`config.mk`:
```
export PLATFORM = sky130hd
export DESIGN_NAME = even_odd_lattice_site_index
export DESIGN_NICKNAME = d
export VERILOG_FILES = /design/src/hw/rtl/eolsi_pkg.sv /design/src/hw/rtl/even_odd_lattice_site_index.sv /design/src/hw/rtl/eolsi_cfg_regs.sv /design/src/hw/rtl/eolsi_encode.sv /design/src/hw/rtl/eolsi_div.sv
export VERILOG_INCLUDE_DIRS = /design/src /design/src/hw/rtl
export SDC_FILE = /design/constraint.sdc
export NUM_CORES = 2
export LEC_CHECK = 0
export BUFFER_PORTS_ARGS = -buffer_cell sky130_fd_sc_hd__buf_2
export CORE_MARGIN = 3
export CORE_UTILIZATION = 40
export CTS_CLUSTER_DIAMETER = 100
export DETAILED_ROUTE_END_ITERATION = 7
export SLEW_MARGIN = 20
export SYNTH_ARGS = -nofsm -noshare
export SYNTH_HDL_FRONTEND = slang
export SYNTH_SLANG_ARGS = --single-unit
export TNS_END_PERCENT = 10
```
`constraint.sdc`:
```
create_clock -name clk -period 14.6 [get_ports clk]
set_input_delay 0.73 -clock clk [delete_from_list [all_inputs] [get_ports clk]]
set_output_delay 0.73 -clock clk [all_outputs]
set_load 0.01 [all_outputs]
```
`src/hw/rtl/assert_macros.svh`:
```
// Assertion macros shared by the lattice site index RTL.
`ifndef ASSERT_MACROS_SVH
`define ASSERT_MACROS_SVH
`ifndef SYNTHESIS
// Checked on every clock edge outside reset.
`define EOLSI_ASSERT(lbl, prop, msg) \
	lbl: assert property (@(posedge clk) disable iff (!arst_n) prop) else $error(msg);
// Checked on every clock edge, reset included.
`define EOLSI_ASSERT_ALWAYS(lbl, prop, msg) \
	lbl: assert property (@(posedge clk) prop) else $error(msg);
`else
`define EOLSI_ASSERT(lbl, prop, msg)
`define EOLSI_ASSERT_ALWAYS(lbl, prop, msg)
`endif
`endif

```
`src/hw/rtl/eolsi_pkg.sv`:
```
// Package with types, constants and helpers of the lattice site index unit.
`default_nettype none
package eolsi_pkg;

	localparam int IDX_W        = 28;
	localparam int CRD_W        = 7;
	localparam int EXT_W        = 8;
	localparam int VOL_W        = 32;
	localparam int CFG_IDX_W    = 3;
	localparam int DIMS         = 4;
	localparam int FRONT_STAGES = 5;
	localparam int DIV_STEP_DEF = 4;

	typedef enum logic [CFG_IDX_W-1:0] {
		CFG_LAYOUT = 3'd0,
		CFG_EXT_X  = 3'd1,
		CFG_EXT_Y  = 3'd2,
		CFG_EXT_Z  = 3'd3,
		CFG_EXT_T  = 3'd4
	} cfg_reg_t;

	typedef struct packed {
		logic             cb;
		logic [EXT_W-1:0] ext_x;
		logic [EXT_W-1:0] ext_y;
		logic [EXT_W-1:0] ext_z;
		logic [EXT_W-1:0] ext_t;
	} cfg_t;

	// Result of the front end: index path finished, decode path prepared.
	typedef struct packed {
		logic             op;
		logic             bad;
		logic [IDX_W-1:0] idx;
		logic             half;
		logic [IDX_W-1:0] site_rem;
	} front_t;

	// Item data that rides along the divider chain.
	typedef struct packed {
		logic             op;
		logic             bad;
		logic [IDX_W-1:0] idx;
		logic             half;
		logic [EXT_W-1:0] c0;
		logic [EXT_W-1:0] c1;
	} flow_t;

	// Extent of dimension 0 as the storage layout sees it.
	function automatic logic [EXT_W-1:0] eff_ext_x(input cfg_t c);
		return c.cb ? (c.ext_x >> 1) : c.ext_x;
	endfunction

endpackage
`default_nettype wire

```
`src/hw/rtl/even_odd_lattice_site_index.sv`:
```
// Top level of the even/odd lattice site index unit.
//
//   Channel   Handshake                 Payload
//   request   start, busy               op, in_coord_x..t, in_site_index
//   result    done (one-cycle strobe)   out_site_index, out_coord_x..t, out_of_range
//   config    cfg_valid, cfg_ready      cfg_index, cfg_data
//
// A request transaction is taken at every edge with start high; busy stays low, so
// one transaction per clock is sustained. Each result passes the front-end stages, the
// three chained pipelined dividers of the decode path and the output register.
// Reset clears all valid bits and the configuration registers (lexicographic
// layout, all extents 4). The receiver cannot stall, so the pipeline never holds.
`default_nettype none
`include "assert_macros.svh"
module even_odd_lattice_site_index
	import eolsi_pkg::*;
#(
	parameter int DIV_STEP = DIV_STEP_DEF
) (
	input  wire logic                 clk,
	input  wire logic                 arst_n,
	input  wire logic                 start,
	output logic                      busy,
	input  wire logic                 op,
	input  wire logic [CRD_W-1:0]     in_coord_x,
	input  wire logic [CRD_W-1:0]     in_coord_y,
	input  wire logic [CRD_W-1:0]     in_coord_z,
	input  wire logic [CRD_W-1:0]     in_coord_t,
	input  wire logic [IDX_W-1:0]     in_site_index,
	output logic                      done,
	output logic [IDX_W-1:0]          out_site_index,
	output logic [CRD_W-1:0]          out_coord_x,
	output logic [CRD_W-1:0]          out_coord_y,
	output logic [CRD_W-1:0]          out_coord_z,
	output logic [CRD_W-1:0]          out_coord_t,
	output logic                      out_of_range,
	input  wire logic                 cfg_valid,
	output logic                      cfg_ready,
	input  wire logic [CFG_IDX_W-1:0] cfg_index,
	input  wire logic [EXT_W-1:0]     cfg_data
);

	localparam int LAT = FRONT_STAGES + 3 * (IDX_W / DIV_STEP) + 1;

	cfg_t   cfg;
	logic   accept;
	logic   f_vld, v1, v2, v3;
	front_t front;
	flow_t  fl0, fl1, fl1m, fl2, fl2m, fl3;
	logic [IDX_W-1:0] q1, q2, q3;
	logic [EXT_W-1:0] r1, r2, r3;

	// The pipeline advances every cycle, so a request is never refused.
	assign busy   = 1'b0;
	assign accept = start && !busy;

	eolsi_cfg_regs u_cfg (
		.clk       (clk),
		.arst_n    (arst_n),
		.cfg_valid (cfg_valid),
		.cfg_ready (cfg_ready),
		.cfg_index (cfg_index),
		.cfg_data  (cfg_data),
		.cfg       (cfg)
	);

	// Front end: the whole coordinate-to-index path, the lattice volume, and for
	// index-to-coordinate the choice of the even or odd half-volume.
	eolsi_encode u_enc (
		.clk           (clk),
		.arst_n        (arst_n),
		.cfg           (cfg),
		.in_vld        (accept),
		.op            (op),
		.in_coord_x    (in_coord_x),
		.in_coord_y    (in_coord_y),
		.in_coord_z    (in_coord_z),
		.in_coord_t    (in_coord_t),
		.in_site_index (in_site_index),
		.out_vld       (f_vld),
		.front         (front)
	);

	always_comb begin
		fl0.op   = front.op;
		fl0.bad  = front.bad;
		fl0.idx  = front.idx;
		fl0.half = front.half;
		fl0.c0   = '0;
		fl0.c1   = '0;
	end

	// Decode path: peel off one coordinate per divider, dimension 0 first.
	eolsi_div #(.W(IDX_W), .STEP(DIV_STEP), .SW($bits(flow_t))) u_div_x (
		.clk      (clk),
		.arst_n   (arst_n),
		.in_vld   (f_vld),
		.num      (front.site_rem),
		.den      (eff_ext_x(cfg)),
		.side_in  (fl0),
		.out_vld  (v1),
		.quo      (q1),
		.rem      (r1),
		.side_out (fl1)
	);

	always_comb begin
		fl1m    = fl1;
		fl1m.c0 = r1;
	end

	eolsi_div #(.W(IDX_W), .STEP(DIV_STEP), .SW($bits(flow_t))) u_div_y (
		.clk      (clk),
		.arst_n   (arst_n),
		.in_vld   (v1),
		.num      (q1),
		.den      (cfg.ext_y),
		.side_in  (fl1m),
		.out_vld  (v2),
		.quo      (q2),
		.rem      (r2),
		.side_out (fl2)
	);

	always_comb begin
		fl2m    = fl2;
		fl2m.c1 = r2;
	end

	eolsi_div #(.W(IDX_W), .STEP(DIV_STEP), .SW($bits(flow_t))) u_div_z (
		.clk      (clk),
		.arst_n   (arst_n),
		.in_vld   (v2),
		.num      (q2),
		.den      (cfg.ext_z),
		.side_in  (fl2m),
		.out_vld  (v3),
		.quo      (q3),
		.rem      (r3),
		.side_out (fl3)
	);

	// The last quotient is the dimension 3 coordinate, since the index is below the
	// volume. In checkerboard order coordinate 0 is doubled and its low bit restores
	// the parity of the chosen half-volume.
	logic             par_f, bad_f;
	logic [EXT_W:0]   cx_f;
	logic             done_q, oor_q;
	logic [IDX_W-1:0] idx_q;
	logic [CRD_W-1:0] cx_q, cy_q, cz_q, ct_q;

	always_comb begin
		par_f = fl3.half ^ fl3.c1[0] ^ r3[0] ^ q3[0];
		cx_f  = cfg.cb ? {fl3.c0, par_f} : {1'b0, fl3.c0};
		bad_f = fl3.bad || (fl3.op && ((|cx_f[EXT_W:CRD_W]) || fl3.c1[CRD_W]
			|| r3[CRD_W] || (|q3[IDX_W-1:CRD_W])));
	end

	always_ff @(posedge clk or negedge arst_n) begin
		if (!arst_n) begin
			done_q <= 1'b0;
		end else begin
			done_q <= v3;
		end
	end

	always_ff @(posedge clk) begin
		oor_q <= bad_f;
		idx_q <= (bad_f || fl3.op) ? '0 : fl3.idx;
		cx_q  <= (bad_f || !fl3.op) ? '0 : cx_f[CRD_W-1:0];
		cy_q  <= (bad_f || !fl3.op) ? '0 : fl3.c1[CRD_W-1:0];
		cz_q  <= (bad_f || !fl3.op) ? '0 : r3[CRD_W-1:0];
		ct_q  <= (bad_f || !fl3.op) ? '0 : q3[CRD_W-1:0];
	end

	assign done           = done_q;
	assign out_of_range   = oor_q;
	assign out_site_index = idx_q;
	assign out_coord_x    = cx_q;
	assign out_coord_y    = cy_q;
	assign out_coord_z    = cz_q;
	assign out_coord_t    = ct_q;

	`EOLSI_ASSERT(a_latency, accept |-> ##LAT done, "accepted request gave no result in time")
	`EOLSI_ASSERT(a_no_phantom, done |-> $past(accept, LAT), "result without a request")
	`EOLSI_ASSERT(a_bad_zero, (done && out_of_range) |-> (out_site_index == '0 && out_coord_x == '0 && out_coord_y == '0 && out_coord_z == '0 && out_coord_t == '0), "flagged result is not zero")
	`EOLSI_ASSERT(a_one_kind, (done && out_site_index != '0) |-> (out_coord_x == '0 && out_coord_y == '0 && out_coord_z == '0 && out_coord_t == '0), "index and coordinates both set")
	`EOLSI_ASSERT_ALWAYS(a_reset_quiet, !arst_n |=> !done, "result strobe during reset")

endmodule
`default_nettype wire

```
`src/hw/rtl/eolsi_cfg_regs.sv`:
```
// Configuration register file of the lattice site index unit.
`default_nettype none
module eolsi_cfg_regs
	import eolsi_pkg::*;
(
	input  wire logic                 clk,
	input  wire logic                 arst_n,
	input  wire logic                 cfg_valid,
	output logic                      cfg_ready,
	input  wire logic [CFG_IDX_W-1:0] cfg_index,
	input  wire logic [EXT_W-1:0]     cfg_data,
	output cfg_t                      cfg
);

	cfg_t cfg_q;

	assign cfg_ready = 1'b1;
	assign cfg       = cfg_q;

	always_ff @(posedge clk or negedge arst_n) begin
		if (!arst_n) begin
			cfg_q.cb    <= 1'b0;
			cfg_q.ext_x <= EXT_W'(4);
			cfg_q.ext_y <= EXT_W'(4);
			cfg_q.ext_z <= EXT_W'(4);
			cfg_q.ext_t <= EXT_W'(4);
		end else if (cfg_valid) begin
			unique case (cfg_reg_t'(cfg_index))
				CFG_LAYOUT: begin
					cfg_q.cb <= cfg_data[0];
				end
				CFG_EXT_X: begin
					cfg_q.ext_x <= cfg_data;
				end
				CFG_EXT_Y: begin
					cfg_q.ext_y <= cfg_data;
				end
				CFG_EXT_Z: begin
					cfg_q.ext_z <= cfg_data;
				end
				CFG_EXT_T: begin
					cfg_q.ext_t <= cfg_data;
				end
				default: begin
				end
			endcase
		end
	end

endmodule
`default_nettype wire

```
`src/hw/rtl/eolsi_encode.sv`:
```
// Front-end pipeline: coordinate to index, lattice volume and range checks.
`default_nettype none
module eolsi_encode
	import eolsi_pkg::*;
(
	input  wire logic             clk,
	input  wire logic             arst_n,
	input  wire cfg_t             cfg,
	input  wire logic             in_vld,
	input  wire logic             op,
	input  wire logic [CRD_W-1:0] in_coord_x,
	input  wire logic [CRD_W-1:0] in_coord_y,
	input  wire logic [CRD_W-1:0] in_coord_z,
	input  wire logic [CRD_W-1:0] in_coord_t,
	input  wire logic [IDX_W-1:0] in_site_index,
	output logic                  out_vld,
	output front_t                front
);

	// Stage 1: captured request.
	logic             vld_s1, op_s1;
	logic [CRD_W-1:0] cx_s1, cy_s1, cz_s1, ct_s1;
	logic [IDX_W-1:0] site_s1;

	// Stage 2.
	logic             vld_s2, op_s2, extbad_s2, crdbad_s2, par_s2;
	logic [CRD_W-1:0] cx_s2, cy_s2;
	logic [IDX_W-1:0] site_s2;
	logic [15:0]      acc_s2, p01_s2;

	// Stage 3.
	logic             vld_s3, op_s3, extbad_s3, crdbad_s3, par_s3;
	logic [CRD_W-1:0] cx_s3;
	logic [IDX_W-1:0] site_s3;
	logic [23:0]      acc_s3, p012_s3;

	// Stage 4.
	logic             vld_s4, op_s4, extbad_s4, crdbad_s4, par_s4;
	logic [IDX_W-1:0] site_s4;
	logic [VOL_W-1:0] acc_s4, vol_s4;

	// Stage 5: front-end result.
	logic   vld_s5;
	front_t front_s5;

	logic             extbad_a, crdbad_a, par_a;
	logic [15:0]      acc_a, p01_a;
	logic [23:0]      acc_b, p012_b;
	logic [EXT_W-1:0] exe_c;
	logic [CRD_W-1:0] cxe_c;
	logic [VOL_W-1:0] acc_c, vol_c;
	logic [VOL_W-1:0] vol_cb_d, site_d;
	logic [VOL_W:0]   idx_d;
	logic             idxbad_d, sitebad_d, half_d;
	front_t           front_d;

	always_comb begin
		extbad_a = (cfg.ext_x == '0) || (cfg.ext_y == '0) || (cfg.ext_z == '0)
			|| (cfg.ext_t == '0) || (cfg.cb && cfg.ext_x[0]);
		crdbad_a = ({1'b0, cx_s1} >= cfg.ext_x) || ({1'b0, cy_s1} >= cfg.ext_y)
			|| ({1'b0, cz_s1} >= cfg.ext_z) || ({1'b0, ct_s1} >= cfg.ext_t);
		par_a    = cx_s1[0] ^ cy_s1[0] ^ cz_s1[0] ^ ct_s1[0];
		acc_a    = 16'(ct_s1) * 16'(cfg.ext_z) + 16'(cz_s1);
		p01_a    = 16'(cfg.ext_x) * 16'(cfg.ext_y);
	end

	always_comb begin
		acc_b  = 24'(acc_s2) * 24'(cfg.ext_y) + 24'(cy_s2);
		p012_b = 24'(p01_s2) * 24'(cfg.ext_z);
	end

	always_comb begin
		exe_c = eff_ext_x(cfg);
		cxe_c = cfg.cb ? (cx_s3 >> 1) : cx_s3;
		acc_c = VOL_W'(acc_s3) * VOL_W'(exe_c) + VOL_W'(cxe_c);
		vol_c = VOL_W'(p012_s3) * VOL_W'(cfg.ext_t);
	end

	always_comb begin
		vol_cb_d  = vol_s4 >> 1;
		site_d    = VOL_W'(site_s4);
		idx_d     = (VOL_W+1)'(acc_s4)
			+ ((cfg.cb && par_s4) ? (VOL_W+1)'(vol_cb_d) : '0);
		idxbad_d  = |idx_d[VOL_W:IDX_W];
		sitebad_d = site_d >= vol_s4;
		half_d    = cfg.cb && (site_d >= vol_cb_d);
		front_d.op       = op_s4;
		front_d.bad      = extbad_s4 || (op_s4 ? sitebad_d : (crdbad_s4 || idxbad_d));
		front_d.idx      = idx_d[IDX_W-1:0];
		front_d.half     = half_d;
		front_d.site_rem = half_d ? (site_s4 - vol_cb_d[IDX_W-1:0]) : site_s4;
	end

	always_ff @(posedge clk or negedge arst_n) begin
		if (!arst_n) begin
			vld_s1 <= 1'b0;
			vld_s2 <= 1'b0;
			vld_s3 <= 1'b0;
			vld_s4 <= 1'b0;
			vld_s5 <= 1'b0;
		end else begin
			vld_s1 <= in_vld;
			vld_s2 <= vld_s1;
			vld_s3 <= vld_s2;
			vld_s4 <= vld_s3;
			vld_s5 <= vld_s4;
		end
	end

	always_ff @(posedge clk) begin
		op_s1     <= op;
		cx_s1     <= in_coord_x;
		cy_s1     <= in_coord_y;
		cz_s1     <= in_coord_z;
		ct_s1     <= in_coord_t;
		site_s1   <= in_site_index;

		op_s2     <= op_s1;
		extbad_s2 <= extbad_a;
		crdbad_s2 <= crdbad_a;
		par_s2    <= par_a;
		cx_s2     <= cx_s1;
		cy_s2     <= cy_s1;
		site_s2   <= site_s1;
		acc_s2    <= acc_a;
		p01_s2    <= p01_a;

		op_s3     <= op_s2;
		extbad_s3 <= extbad_s2;
		crdbad_s3 <= crdbad_s2;
		par_s3    <= par_s2;
		cx_s3     <= cx_s2;
		site_s3   <= site_s2;
		acc_s3    <= acc_b;
		p012_s3   <= p012_b;

		op_s4     <= op_s3;
		extbad_s4 <= extbad_s3;
		crdbad_s4 <= crdbad_s3;
		par_s4    <= par_s3;
		site_s4   <= site_s3;
		acc_s4    <= acc_c;
		vol_s4    <= vol_c;

		front_s5  <= front_d;
	end

	assign out_vld = vld_s5;
	assign front   = front_s5;

endmodule
`default_nettype wire

```
`src/hw/rtl/eolsi_div.sv`:
```
// Pipelined restoring divider by a narrow divisor, with data carried alongside.
`default_nettype none
module eolsi_div
	import eolsi_pkg::*;
#(
	parameter int W    = IDX_W,
	parameter int STEP = DIV_STEP_DEF,
	parameter int SW   = 1
) (
	input  wire logic             clk,
	input  wire logic             arst_n,
	input  wire logic             in_vld,
	input  wire logic [W-1:0]     num,
	input  wire logic [EXT_W-1:0] den,
	input  wire logic [SW-1:0]    side_in,
	output logic                  out_vld,
	output logic [W-1:0]          quo,
	output logic [EXT_W-1:0]      rem,
	output logic [SW-1:0]         side_out
);

	// STEP must divide W; each stage retires STEP quotient bits.
	localparam int NST = W / STEP;

	logic             vld_s  [1:NST];
	logic [W-1:0]     num_s  [1:NST];
	logic [EXT_W-1:0] rem_s  [1:NST];
	logic [SW-1:0]    side_s [1:NST];

	for (genvar k = 0; k < NST; k++) begin : g_stage
		logic             v_in;
		logic [W-1:0]     n_in;
		logic [EXT_W-1:0] r_in;
		logic [SW-1:0]    sd_in;
		logic [W-1:0]     n_nx;
		logic [EXT_W-1:0] r_nx;

		if (k == 0) begin : g_first
			assign v_in  = in_vld;
			assign n_in  = num;
			assign r_in  = '0;
			assign sd_in = side_in;
		end else begin : g_next
			assign v_in  = vld_s[k];
			assign n_in  = num_s[k];
			assign r_in  = rem_s[k];
			assign sd_in = side_s[k];
		end

		always_comb begin
			logic [EXT_W:0] t;
			n_nx = n_in;
			r_nx = r_in;
			for (int i = 0; i < STEP; i++) begin
				t    = {r_nx, n_nx[W-1]};
				n_nx = {n_nx[W-2:0], 1'b0};
				if (t >= {1'b0, den}) begin
					t       = t - {1'b0, den};
					n_nx[0] = 1'b1;
				end
				r_nx = t[EXT_W-1:0];
			end
		end

		always_ff @(posedge clk or negedge arst_n) begin
			if (!arst_n) begin
				vld_s[k+1] <= 1'b0;
			end else begin
				vld_s[k+1] <= v_in;
			end
		end

		always_ff @(posedge clk) begin
			num_s[k+1]  <= n_nx;
			rem_s[k+1]  <= r_nx;
			side_s[k+1] <= sd_in;
		end
	end

	assign out_vld  = vld_s[NST];
	assign quo      = num_s[NST];
	assign rem      = rem_s[NST];
	assign side_out = side_s[NST];

endmodule
`default_nettype wire
```
# After elaboration in Yosys (flattened, before gate mapping)
# Memory sizes are Yosys's and may differ from the RTL's.
# Index checks and enable logic that the tools add are counted.
[word_totals] output_inout_bits=60 reg_bits=494 mem_bits_rw=1743 input_bits=72 memories=9
[memory_table] name="u_div_x.side_s" words=7 word_bits=47 read_ports=7 rd_ports_with_merged_regs=0 write_ports=7 line_no="eolsi_div.sv:28" source="logic [SW-1:0] side_s [1:NST];"
[memory_table] name="u_div_y.side_s" words=7 word_bits=47 read_ports=7 rd_ports_with_merged_regs=0 write_ports=7 line_no="eolsi_div.sv:28"
[memory_table] name="u_div_z.side_s" words=7 word_bits=47 read_ports=7 rd_ports_with_merged_regs=0 write_ports=7 line_no="eolsi_div.sv:28"
[memory_table] name="u_div_x.num_s" words=7 word_bits=28 read_ports=7 rd_ports_with_merged_regs=0 write_ports=7 line_no="eolsi_div.sv:26" source="logic [W-1:0] num_s [1:NST];"
[memory_table] name="u_div_y.num_s" words=7 word_bits=28 read_ports=7 rd_ports_with_merged_regs=0 write_ports=7 line_no="eolsi_div.sv:26"
[memory_table] name="u_div_z.num_s" words=7 word_bits=28 read_ports=7 rd_ports_with_merged_regs=0 write_ports=7 line_no="eolsi_div.sv:26"
[memory_table] name="+3 memories"
[op_classes] mul=6 n_bitwise=6 order_cmp=90 n_eq_ne=4 add_sub_neg=89 n_mux=174 n_reduce_logical=33
[op_table] op="$ge A9 B8 Y1" n=81
[op_table] op="$mux W8" n=85
[op_table] op="$sub A8 B8 Y8" n=81
[op_table] op="$mux W1" n=85
[op_table] op="$mul A24 B8 Y32" n=2
[op_table] op="$mul A16 B8 Y24" n=2
[op_table] op="$add A32 B33 Y33" n=1
[op_table] op="$add A32 B7 Y32" n=1
[op_table] op="$ge A28 B32 Y1" n=1
[op_table] op="$ge A7 B8 Y1" n=4
[op_table] op="$logic_not A8 Y1" n=4
[op_table] op="$ge A28 B31 Y1" n=1
[op_table] op="$mux W31" n=1
[op_table] op="$mux W28" n=1
[op_table] op="$sub A28 B28 Y28" n=1
[op_table] op="$add A24 B7 Y24" n=1
[op_table] op="$ge A1 B8 Y1" n=3
[op_table] op="$sub A1 B8 Y8" n=3
[op_table] op="$reduce_or A21 Y1" n=1
[op_table] op="$add A15 B7 Y16" n=1
[op_table] op="$mul A8 B8 Y16" n=1
[op_table] op="$logic_or A1 B1 Y1" n=15
[op_table] op="$mul A7 B8 Y15" n=1
[op_table] op="$reduce_and A2 Y1" n=5
[op_table] op="other kinds (11)" n=20

# Depth between registers and ports, before layout
# An unclocked memory read counts as a cell.
[depth] depth_word=12 mapped_depth=49 depth_no_buf=46

# Hierarchy
# Synthesis repeated with hierarchy kept, for this count alone.
[unflattened] cells_unflattened=10813 hier_area_um2=111314.3
[by_module_without_submodules] mod="eolsi_encode" cells_each=4066 area_each_um2=37424.6 instances=1
[by_module_without_submodules] mod="eolsi_div at u_div_z" cells_each=2167 area_each_um2=23562.6 instances=1
[by_module_without_submodules] mod="eolsi_div at u_div_y" cells_each=2146 area_each_um2=23511.3 instances=1
[by_module_without_submodules] mod="eolsi_div at u_div_x" cells_each=2181 area_each_um2=23431.2 instances=1
[by_module_without_submodules] mod="even_odd_lattice_site_index" cells_each=177 area_each_um2=2045.7 instances=1
[by_module_without_submodules] mod="eolsi_cfg_regs" cells_each=76 area_each_um2=1338.8 instances=1

# Worst setup path after synthesis
# No wires, ideal clock.
[synth_timing] kind="reg2reg" startpoint="register u_cfg.cfg_q (netlist bit u_cfg.cfg[32])" endpoint="memory u_div_x.rem_s[5][3]" slack_ps=3270 path_buffers=6 stages_incl_launch_ff=47 setup_time_ps=122 t_arrival_ps=11208 path_cell_list="dfrtp_1 buf_2 mux2i_1 clkbuf_1 clkbuf_1 ha_1 nor2b_1 o21ai_0 a21boi_0 o31a_1 o31a_1 o21ai_1 mux2_2 inv_1 ha_1 nor2b_1 o21a_1 o21ai_0 [... 11 more ...] o21ai_0 o2bb2ai_1 o2bb2ai_1 o21ai_0 clkbuf_1 a21oi_1 ha_1 nor2b_1 o21ai_0 a21boi_0 o21ai_0 o2bb2ai_1 a21oi_1 a311o_1 nor3_1 o21ba_2 clkbuf_1 a221o_1"
[synth_rtl] item="start, declared" line_no="eolsi_cfg_regs.sv:15" source="cfg_t cfg_q;"
[synth_rtl] item="end, declared" line_no="eolsi_div.sv:27" source="logic [EXT_W-1:0] rem_s [1:NST];"

==> reports/metrics.csv <==
stage,metric,value,unit
placed_design,dp_hpwl,188.8,mm
timing,max_freq,0.08234,GHz
timing,finalWorstSetupSlack,2.456,ns
route,topRoutingLayerUsed,met5,
synth,synth-edff-count,0,
floorplanning,die_width,518.9,um
global_routing,antenna_found_initial,22,
synth,ys_top_cells_by_count,"2,009 x dfxtp_1, 1,107 x inv_1, 1,063 x ha_1, 728 x nand2_1, 601 x fa_1",
clock_network,cts_setup_buffers,0,
timing,fin_worst_skew,0.1187,ns
floorplanning,core,260600,um2
timing,min_period,12.14,ns
synth,synth_most_common_cell,dfxtp_1,
worst_setup_path,start_kind,flop,
clock_network,insertion_delay,0.91,ns
floorplanning,ios,132,
synth,netlist_area,105200,um2
cells_and_area,drive_gt1_frac,0.09026,
route,dr_wl_met2,114.6,mm
timing,fin_tns_setup,0,ns
synth,avgSynthCellArea,10.23,um2
worst_setup_path,crit_top_cell,a21oi_1,
clock_network,cts_buffers,216,
cells_and_area,area_growth,12.40,%
global_routing,grt_max_degree,61,
worst_setup_path,crit_fanout,41,
synth,synth_seq_cells,2069,
timing,finalMaxSlewViolations,0,
clock_network,cts_max_path_buffers,4,
placed_design,dp_slack,2.643,ns
timing,rsz0062_at_grt,no,
synth,synthArstFlopShare,0.02900,
worst_setup_path,cp-end-kind,flop,
synth,synth.distinct_cells,100,
cells_and_area,num-nets-final,12340,
global_routing,track_usage,0.1834,
worst_setup_path,slowest_delay,0.84,ns
synth,synthCells,10290,
global_routing,overflow,0,
clock_network,clk_pin_slew,0.07,ns
timing,layout_worst_path_cycle_share,0.8318,
route,antenna_left,0,
global_routing,grt_pass1_wl,400.7,mm
route,wl,249.5,mm
synth,synth_area_leaders,"dfxtp_1 38%, ha_1 13%, fa_1 11%, inv_1 3.9%, mux2_2 3.1%",
floorplanning,fp.dieH,518.9,um
timing,finalSetupViolations,0,
route,remaining_drc_errors,0,
synth,synth_fp_nets,12020,
clock_network,cts_tree,built,
placed_design,io_buffers,129,
route,first_pass_iters,6,
floorplanning,die_area,269200,um2
synth,yosysWarningCount,0,
timing,tightestPinTransition,1.064,ns
worst_setup_path,critPathKind,flop to flop,
status,status,"finished, final reports clean",
route,wirelength_met1,115.9,mm
worst_setup_path,cp_slowest_cell,dfrtp_2,
global_routing,grt_pass1_vias,73580,
route,drt_iter0_drc,4293,
min_path,hp-class,primary input to async pin,
synth,yosys.area.top_type,dfxtp_1,
timing,hold_viol,0,
synth,synth_top_area_frac,0.3823,
worst_setup_path,arrival,12.91,ns
clock_network,clock_tree.root_cell,clkbuf_16,
clock_network,cts.sinks,2069,
floorplanning,start_util,0.4037,
synth,seq_area_frac_synth,0.3966,
clock_network,htree_num_levels,4,
route,routedWlPerCell,17.47,um
floorplanning,rows,187,
route,wl_met3,11.83,mm
job,maxCapViolations,0,
route,via_per_inst,5.043,
synth,ys.flop_type,dfxtp_1,
placed_design,gp_congestion,0.8900,
route,vias,72040,
worst_setup_path,crit_required,15.36,ns
timing,relSlewSlack,0.2722,
-- logic make-up (layout without fill, tap and decap cells) --
| logic type | Yosys count | count (layout) | synth area share |
|---|---|---|---|
| compound gates | 1752 | 1752 | 0.1083 |
| xor+xnor | 531 | 531 | 0.04420 |
| fa+ha+maj | 1664 | 1664 | 0.2408 |
| buf+inv | 1286 | 1779 | 0.04621 |
| flops | 2069 | 2069 | 0.3966 |
| mux | 393 | 393 | 0.04080 |
| other cells | 2 | 12 | 0.00007138 |
| simple gates | 2590 | 2590 | 0.1231 |
-- worst max-delay path, delay by kind of cell, from the launching register on --
kind / cells / cell delay [ns]
AO/OA/AOI/OAI: 27 / 6.99
adder cells (fa/ha/maj): 4 / 1.29
AND/OR/NAND/NOR: 7 / 1.24
buffers and inverters: 5 / 1.12
flip-flops: 1 / 0.84
multiplexers: 1 / 0.51
-- repair_timing --
item | 4_1_cts | 5_1_grt
gates resized for setup | 0 | 0
hold endpoints to repair | 57 | 0
hold buffers | 57 | 0
-- cell usage in the layout (no fill, tap or decap), types with 108 or more instances in the layout --
cell,n
ha_1,1063
nand4_1,108
fa_1,601
mux2_2,287
a21o_1,210
dfxtp_1,2009
nand3_1,125
nor2b_1,235
xor2_1,162
clkbuf_16,217
nor2_1,517
and2_1,363
inv_1,1106
o21ai_0,426
nor3_1,132
a21oi_1,462
buf_2,129
xnor2_1,369
nand2_1,728
nand2b_1,108
-- flip-flops by register name, indices dropped and copies added, names as in the netlist, 59 cells and up --
name / flops
u_div_z.side_s: 329
u_div_x.side_s: 217
u_div_z.num_s: 196
u_div_x.num_s: 196
u_enc.front: 59
u_div_y.side_s: 273
u_div_y.num_s: 196
-- path summary, 6_finish.rpt --
path | startpoint | end | slack (ns) | cells after the start
worst min register to register | u_enc.front[58] | u_div_x.side_s[1][46] | 0.23 | 0
worst max register to register | u_cfg.cfg[32] | u_div_x.rem_s[2][5] | 2.46 | 44
max in group asynchronous | arst_n | u_cfg.cfg[16] | 13.83 | 2
worst min-delay path | arst_n | u_cfg.cfg[12] | 0.07 | 2
worst max-delay path | u_cfg.cfg[32] | u_div_x.rem_s[2][5] | 2.46 | 44
min in group clk | in_coord_t[6] | u_enc.ct_s1[6] | 0.09 | 1
-- routing by layer --
metal  global-route usage  up-vias
met5                    0        -
met4              0.05690        2
met3              0.02502      414
met2               0.3013     1650
met1               0.2499    34710
li1                     -    35270
-- stage by stage --
stage	util	std cells	hold WS [ns]	cell area [um2]
finish	0.4537	14290	0.07169	118300
global route	0.4537	14280	0.03719	118300
CTS	0.4536	14280	0.01189	118200
detailed placement	0.4232	13830	0.3121	110300
global placement	0.4231	13830	0.3096	110300
floorplan	-	10290	0.3096	105200
-- cell type report --
type                       count  area (um2)
sequential                  2069       41730
tap                         3496        4374
clock inverter               111        1257
fill                       24260      142400
inverter                    1117        4193
antenna                       10       25.02
multi-input combinational   6932       58700
timing repair buffer         269        1864
clock buffer                 282        6115
Power is left out: the tool's default activity adds up to more than one toggle a clock period on the data nets, which glitch-free logic cannot reach.
